<file path="src/sv/gae_pkg.sv">
package gae_pkg;

  localparam int GROUP_W  = 10;
  localparam int VALUE_W  = 32;
  localparam int RESULT_W = 64;
  localparam int COUNT_W  = 32;

  typedef enum logic [1:0] {
    MODE_SUM  = 2'd0,
    MODE_MEAN = 2'd1,
    MODE_MIN  = 2'd2,
    MODE_MAX  = 2'd3
  } agg_mode_t;

  typedef enum logic [1:0] {
    ST_VALID   = 2'd0,
    ST_MISSING = 2'd1,
    ST_EMPTY   = 2'd2,
    ST_WIDE    = 2'd3
  } res_status_t;

  localparam logic OP_ACC  = 1'b0;
  localparam logic OP_READ = 1'b1;

  localparam logic [0:0] CFG_MODE = 1'b0;
  localparam logic [0:0] CFG_SKIP = 1'b1;

  typedef struct packed {
    logic                      op;
    logic [GROUP_W-1:0]        group_index;
    logic signed [VALUE_W-1:0] item_value;
    logic                      item_missing;
  } in_item_t;

  typedef struct packed {
    logic [GROUP_W-1:0]         result_group;
    logic signed [RESULT_W-1:0] result_value;
    logic [1:0]                 result_status;
  } out_item_t;

  // One group record as held in the table
  typedef struct packed {
    logic signed [RESULT_W-1:0] acc;
    logic [COUNT_W-1:0]         item_cnt;
    logic [COUNT_W-1:0]         pres_cnt;
    logic                       seen;
    logic                       miss;
  } rec_t;

  typedef enum logic [2:0] {
    S_CLEAR,
    S_IDLE,
    S_RD,
    S_UPD,
    S_DIV,
    S_OUT
  } state_t;

  typedef struct packed {
    logic clr_step;
    logic capture;
    logic write_back;
    logic div_start;
    logic out_load;
  } cmd_t;

  typedef struct packed {
    logic clr_done;
    logic is_read;
    logic need_div;
    logic div_done;
  } sts_t;

endpackage

</file>
<file path="src/sv/gae_ctrl.sv">
module gae_ctrl import gae_pkg::*; (
  input  logic clk,
  input  logic rst_n,
  input  logic in_valid,
  output logic in_stall,
  output logic out_valid,
  input  logic out_stall,
  input  sts_t sts,
  output cmd_t cmd
);

  state_t state_r, state_nxt;
  logic   ov_r, ov_nxt;

  always_ff @(posedge clk) begin
    if (!rst_n) begin
      state_r <= S_CLEAR;
      ov_r    <= 1'b0;
    end else begin
      state_r <= state_nxt;
      ov_r    <= ov_nxt;
    end
  end

  assign out_valid = ov_r;

  always_comb begin
    state_nxt = state_r;
    ov_nxt    = ov_r && out_stall;
    cmd       = '0;
    in_stall  = 1'b1;
    unique case (state_r)
      S_CLEAR: begin
        cmd.clr_step = 1'b1;
        if (sts.clr_done) state_nxt = S_IDLE;
      end
      S_IDLE: begin
        in_stall    = 1'b0;
        cmd.capture = 1'b1;
        if (in_valid) state_nxt = S_RD;
      end
      S_RD: state_nxt = S_UPD;
      S_UPD: begin
        if (sts.is_read && ov_nxt) begin
          state_nxt = S_UPD;
        end else begin
          cmd.write_back = 1'b1;
          if (sts.is_read && sts.need_div) begin
            cmd.div_start = 1'b1;
            state_nxt     = S_DIV;
          end else begin
            ov_nxt    = ov_nxt || sts.is_read;
            state_nxt = S_IDLE;
          end
        end
      end
      S_DIV: begin
        if (sts.div_done) begin
          cmd.out_load = 1'b1;
          ov_nxt       = 1'b1;
          state_nxt    = S_IDLE;
        end
      end
      default: state_nxt = S_IDLE;
    endcase
  end

endmodule

</file>
<file path="config.mk">
export PLATFORM = sky130hd
export DESIGN_NAME = gae_ctrl
export DESIGN_NICKNAME = d
export VERILOG_FILES = /design/src/sv/gae_pkg.sv /design/src/sv/gae_ctrl.sv
export SDC_FILE = /design/constraint.sdc
export NUM_CORES = 1
export LEC_CHECK = 0
export ABC_AREA = 0
export BUFFER_PORTS_ARGS = -buffer_cell sky130_fd_sc_hd__buf_2
export CORE_AREA = 3 3 40 42
export CTS_BUF_LIST = sky130_fd_sc_hd__clkbuf_4 sky130_fd_sc_hd__clkbuf_8
export CTS_CLUSTER_SIZE = 10
export DETAILED_ROUTE_END_ITERATION = 7
export DIE_AREA = 0 0 43 45
export GPL_ROUTABILITY_DRIVEN = 0
export REMOVE_ABC_BUFFERS = 1
export SYNTH_ARGS = -nofsm -noshare
export SYNTH_HDL_FRONTEND = slang
export SYNTH_SLANG_ARGS = --single-unit
</file>
<file path="constraint.sdc">
create_clock -name clk -period 1.6 [get_ports clk]
set_input_delay 0.16 -clock clk [delete_from_list [all_inputs] [get_ports clk]]
set_output_delay 0.16 -clock clk [all_outputs]
set_load 0.1 [all_outputs]
</file>
==> flow_summary.toml, run 1 <==
[synth]
syn_area_um2 = 289
async_flop_share_pct = 0
avgSynthCellArea_um2 = 8.50
yosysSeqAreaShare_pct = 27.7
yosysUniqueCellTypes = 24
yosysWarnings = 0
syn_inst = 34
synth-edff-count = 0
ys_ff_latch = 4
synth_ff_type = "dfxtp_1"

[routing]
detail_route.first_pass.iterations = 2
vias = 297
m1WireLength_um = 339
drtAntennaViolNets = 0
drc = 0
topRoutingLayerUsed = "met4"
route.met3.wl_um = 97
routedWlPerCell_um = 10.4
route.met2.wl_um = 224
wirelength_um = 665
drt_iter0_drc = 1
vias_per_cell = 4.64

[clocking]
cts_buffers = 3
cts-root-buf = "clkbuf_4"
cts_setup_buffers = 0
clk_latency_ps = 240
cts.reportedPaths.clkPinSlew_ps = 40
cts_tree = "built"
hold_buffers = 0
h-tree-depth = 1
clockBufferDepth = 2
clkSinkCount = 4

[critical_path]
cpPeakStageDelay_ps = 490
rr_worst_depth = 3
regToRegSetupSlack_ps = 310
cp.required_ps = 1440
r2r_end = "state_r[0]$_SDFFE_PN0P_"
arrival_ps = 1370
path_delay_family = "simple AND/OR/NAND/NOR gates"
path_max_fanout = 10
end_kind = "primary output"
crit_buf_inv = 1
timing.rr.start = "state_r[1]$_SDFFE_PN0P_"
crit_chain = "or3b_2 -> buf_4"
cpMaxStageDelayCell = "or3b_2"
criticalPathCategory = "flip-flop to primary output"
start_kind = "flip-flop"

[die]
die_area_mm2 = 0.00194
pin_count = 15
rows = 13
die_w_um = 43
core_mm2 = 0.00128
die_h_um = 45
start_util_pct = 22.5

[placed_design]
port-buffer-count = 14
place_hpwl_um = 528
postPlaceCellArea_um2 = 404
dp_slack_ps = 159
placed_cells = 61

[timing]
grt_setup_unrepaired = "no"
fin_worst_skew_ps = 7.00
period_minus_slack_ps = 1530
slew_violations = 0
setup_tns_ps = 0
finalCritPeriodShare_pct = 95.3
setup_slack_ps = 74.7
hold_viol_final = 0
relSlewSlack_pct = 67.6
fmax_mhz = 656
worst_pin_slew_ps = 489
setup_viol = 0

[flow_run]
maxCapViolCount = 0

[final_layout]
antenna_cells = 0
syn2layout_area_growth_pct = 50.6
drive_above_1_share_pct = 53.1
n_fill_cell = 145
fin_cells = 64
finish.instance_area_um2 = 435
fin_nets = 59
finalCoreUtilization_pct = 33.9

[global_routing]
grt_overflow = 0
grt_pass1_vias = 267
antenna_found_initial = 0
grt.total_usage_pct = 8.00
grt_max_degree = 11
grt_pass1_wl_um = 1100

[power_and_ir_drop]
p_per_area_mw_per_mm2 = 1430
p_leak_nw = 0.208
ir_worst_vdd_mv = 0.513

[min_path]
hold_class = "primary input to flip-flop"
min_path_cells = 3
min_to = "state_r[1]$_SDFFE_PN0P_"
holdCritStartpoint = "rst_n"

[status]
outcome = "finished clean"
-- kinds of logic (layout without fill, tap and decap cells) --
kind of cell | after synthesis | count (layout) | share of synthesized area [%]
buffers and inverters | 5 | 20 | 10.4
DFF | 4 | 4 | 27.7
and+or+nand+nor | 19 | 19 | 41.6
AOI/OAI and AO/OA | 4 | 4 | 13.0
muxes | 2 | 2 | 7.36
-- layout by cell type, fill, tap and decap left out, types with 2 or more instances in the layout --
| cell type | synthesis | layout |
|---|---|---|
| clkbuf_4 | 0 | 3 |
| and3_2 | 2 | 2 |
| nor2_1 | 2 | 2 |
| nand2b_1 | 2 | 2 |
| nand2_1 | 3 | 3 |
| buf_2 | 0 | 10 |
| dfxtp_2 | 0 | 2 |
| inv_1 | 3 | 2 |
| buf_12 | 0 | 3 |
-- power by group --
part           switching [mW]  internal [mW]  leakage (nW)  total, mW
Combinational           0.259         0.0945         0.160      0.354
Sequential             0.0270          0.118        0.0341      0.145
Clock                  0.0409         0.0838        0.0138      0.125
-- metal layers --
metal,GRT usage [%],up-vias
met2,9.88,16
met4,3.61,0
met3,6.37,2
met5,0,-
li1,-,154
met1,9.90,125
-- worst register-to-register path, stage by stage (launching register included) --
cell and delay (ps):
dfxtp_2 350, or4b_4 560, o31ai_2 100, mux2i_1 210
-- layout make-up --
class                      count  area, um2  area share, %
clock buffer                   3       22.5           5.17
inverter                       3       11.3           2.59
multi-input combinational     25        179           41.1
sequential                     4       86.3           19.8
tap                           15       18.8           4.31
timing repair buffer          14        118           27.0
-- registers in the layout (all words and copies together) (netlist names) --
register and cells:
out_valid 1, state_r 3
-- cell usage after synthesis (2+ instances only) --
cell type | n | area, um2
dfxtp_1 | 4 | 80.1
inv_1 | 3 | 11.3
nand2_1 | 3 | 11.3
and3_2 | 2 | 15.0
nand2b_1 | 2 | 12.5
nor2_1 | 2 | 7.51
-- worst max-delay path by stage --
stage | from | endpoint | depth (start not counted)
2_1_floorplan | state_r[1]$_SDFFE_PN0P_ | cmd[4] | 1
3_3_place_gp | state_r[0]$_SDFFE_PN0P_ | in_stall | 2
3_5_place_dp | state_r[0]$_SDFFE_PN0P_ | in_stall | 2
4_1_cts | state_r[0]$_SDFFE_PN0P_ | cmd[3] | 3
5_1_grt | state_r[0]$_SDFFE_PN0P_ | cmd[3] | 3
6_report | state_r[0]$_SDFFE_PN0P_ | in_stall | 2
-- per-stage QoR --
stage	hold slack, ps	power, mW
after global placement	448	0.486
after CTS	194	0.627
after floorplan	288	0.407
after global routing	199	0.658
after detailed placement	446	0.489
final	193	0.623
-- repair_timing --
action,CTS,global route
resized for setup,2,4
endpoints found under the hold margin,0,0
endpoints found under the setup margin,2,2
cloned,0,0
Power figures use the tool's default switching activity.
==> inputs of run 2 (changes only) <==
clock period = 1.8 ns   (was 1.6 ns; I/O delays follow)
==> run 2 against run 1 <==
Compared with the run above: die area is the same; global-route usage rose by 0.99 points; largest cell class unchanged; hold slack improved by 21 ps; core utilization down 2.8 points; routed wire length up 3.3%; non-clock buffer count stayed put; final area down 8.3%; critical endpoint unchanged; via count is 2.7% lower.
==> flow_summary.toml, run 2 (synthesis results as in run 1) <==
[timing]
slew_violations = 0
worst_pin_slew_ps = 485
setup_slack_ps = 79.9
grt_setup_unrepaired = "no"
fmax_mhz = 581
fin_worst_skew_ps = 4.43
period_minus_slack_ps = 1720
hold_viol_final = 0
finalCritPeriodShare_pct = 95.6
setup_viol = 0
relSlewSlack_pct = 67.9
whs_ps = 214
setup_tns_ps = 0

[routing]
drc = 0
routedWlPerCell_um = 10.7
drt_iter0_drc = 7
topRoutingLayerUsed = "met4"
route.met3.wl_um = 127
drtAntennaViolNets = 0
m1WireLength_um = 307
wirelength_um = 687
detail_route.first_pass.iterations = 4
route.met2.wl_um = 246
vias = 289
vias_per_cell = 4.52

[final_layout]
top_register = "state_r"
final_cell_mix = "12 x buf_2, 4 x clkbuf_4, 4 x dfxtp_1"
fin_nets = 59
syn2layout_area_growth_pct = 38.1
drive_above_1_share_pct = 44.9
finalCoreUtilization_pct = 31.1
n_fill_cell = 144
final_common_cell = "buf_2"
finish.instance_area_um2 = 399
antenna_cells = 0
fin_cells = 64
largest_reg_flops = 3

[min_path]
hold_class = "primary input to flip-flop"

[placed_design]
dp_slack_ps = 316
placed_cells = 61
postPlaceCellArea_um2 = 374
place_hpwl_um = 533
port-buffer-count = 14

[clocking]
h-tree-depth = 1
cts_setup_buffers = 0
clkSinkCount = 4
cts_tree = "built"
clockBufferDepth = 2
cts_buffers = 3
cts.reportedPaths.clkPinSlew_ps = 40
hold_buffers = 0
clk_latency_ps = 240
cts-root-buf = "clkbuf_4"

[power_and_ir_drop]
ir_worst_vdd_mv = 0.477
p_int_mw = 0.253
p_sw_mw = 0.291
clkPwrFrac_pct = 21.0
p_seq_share_pct = 22.9
p_per_area_mw_per_mm2 = 1360
report.power.total_mw = 0.544
comb_power_share_pct = 56.1
switching_share_pct = 53.6
p_leak_nw = 0.201

[critical_path]
end_kind = "primary output"
cp.required_ps = 1620
path_max_fanout = 10
criticalPathCategory = "flip-flop to primary output"
start_kind = "flip-flop"
arrival_ps = 1540

[die]
rows = 13
start_util_pct = 22.5
core_mm2 = 0.00128
die_area_mm2 = 0.00194
die_h_um = 45
pin_count = 15
die_w_um = 43

[global_routing]
grt_pass1_vias = 290
antenna_found_initial = 0
grt.total_usage_pct = 8.99
grt_pass1_wl_um = 1210
grt_overflow = 0
grt_max_degree = 11

[status]
outcome = "finished clean"

[flow_run]
maxCapViolCount = 0
run 2: cell types whose count changed in the layout (fill, tap and decap cells not counted):
cell,previous run,this run
dfxtp_4,1,0
dfxtp_1,1,4
buf_12,3,1
buf_4,1,0
inv_1,2,3
inv_2,1,0
buf_2,10,12
dfxtp_2,2,0
clkbuf_4,3,4
run 2: path summary, 6_finish.rpt:
path,from,endpoint,slack (ps),depth (start not counted)
worst max-delay path,state_r[0]$_SDFFE_PN0P_,in_stall,80,2
worst min-delay path,rst_n,out_valid$_SDFF_PN0_,210,2
worst max register to register,state_r[0]$_SDFFE_PN0P_,state_r[0]$_SDFFE_PN0P_,430,3
worst min register to register,state_r[0]$_SDFFE_PN0P_,state_r[0]$_SDFFE_PN0P_,590,2
run 2: critical path: stages, from the launching register on:
cell and delay (ps):
dfxtp_1 480, or3b_2 500, buf_2 310
run 2: power groups by stage:
stage	combinational, mW	clock (mW)	sequential (mW)
after floorplan	0.240	0	0.122
after global placement	0.306	0	0.125
after detailed placement	0.306	0	0.126
after CTS	0.307	0.121	0.124
after global routing	0.320	0.126	0.130
final	0.305	0.114	0.125
run 2: cell type report:
| type | instances | area, um2 | share of cell area, % |
|---|---|---|---|
| Sequential cell | 4 | 80.1 | 20.1 |
| Clock buffer | 3 | 22.5 | 5.64 |
| Tap cell | 15 | 18.8 | 4.70 |
| Timing Repair Buffer | 14 | 87.6 | 21.9 |
| Multi-Input combinational cell | 25 | 179 | 44.8 |
| Inverter | 3 | 11.3 | 2.82 |
run 2: routing by layer:
metal | vias to the layer above | GRT usage, %
li1 | 153 | -
met1 | 115 | 10.8
met2 | 19 | 11.7
met3 | 2 | 8.37
met4 | 0 | 1.81
met5 | - | 0
run 2: timing repair:
item	CTS	global route
setup endpoints to repair	0	1
endpoints found under the hold margin	0	0
gates resized for setup	0	1
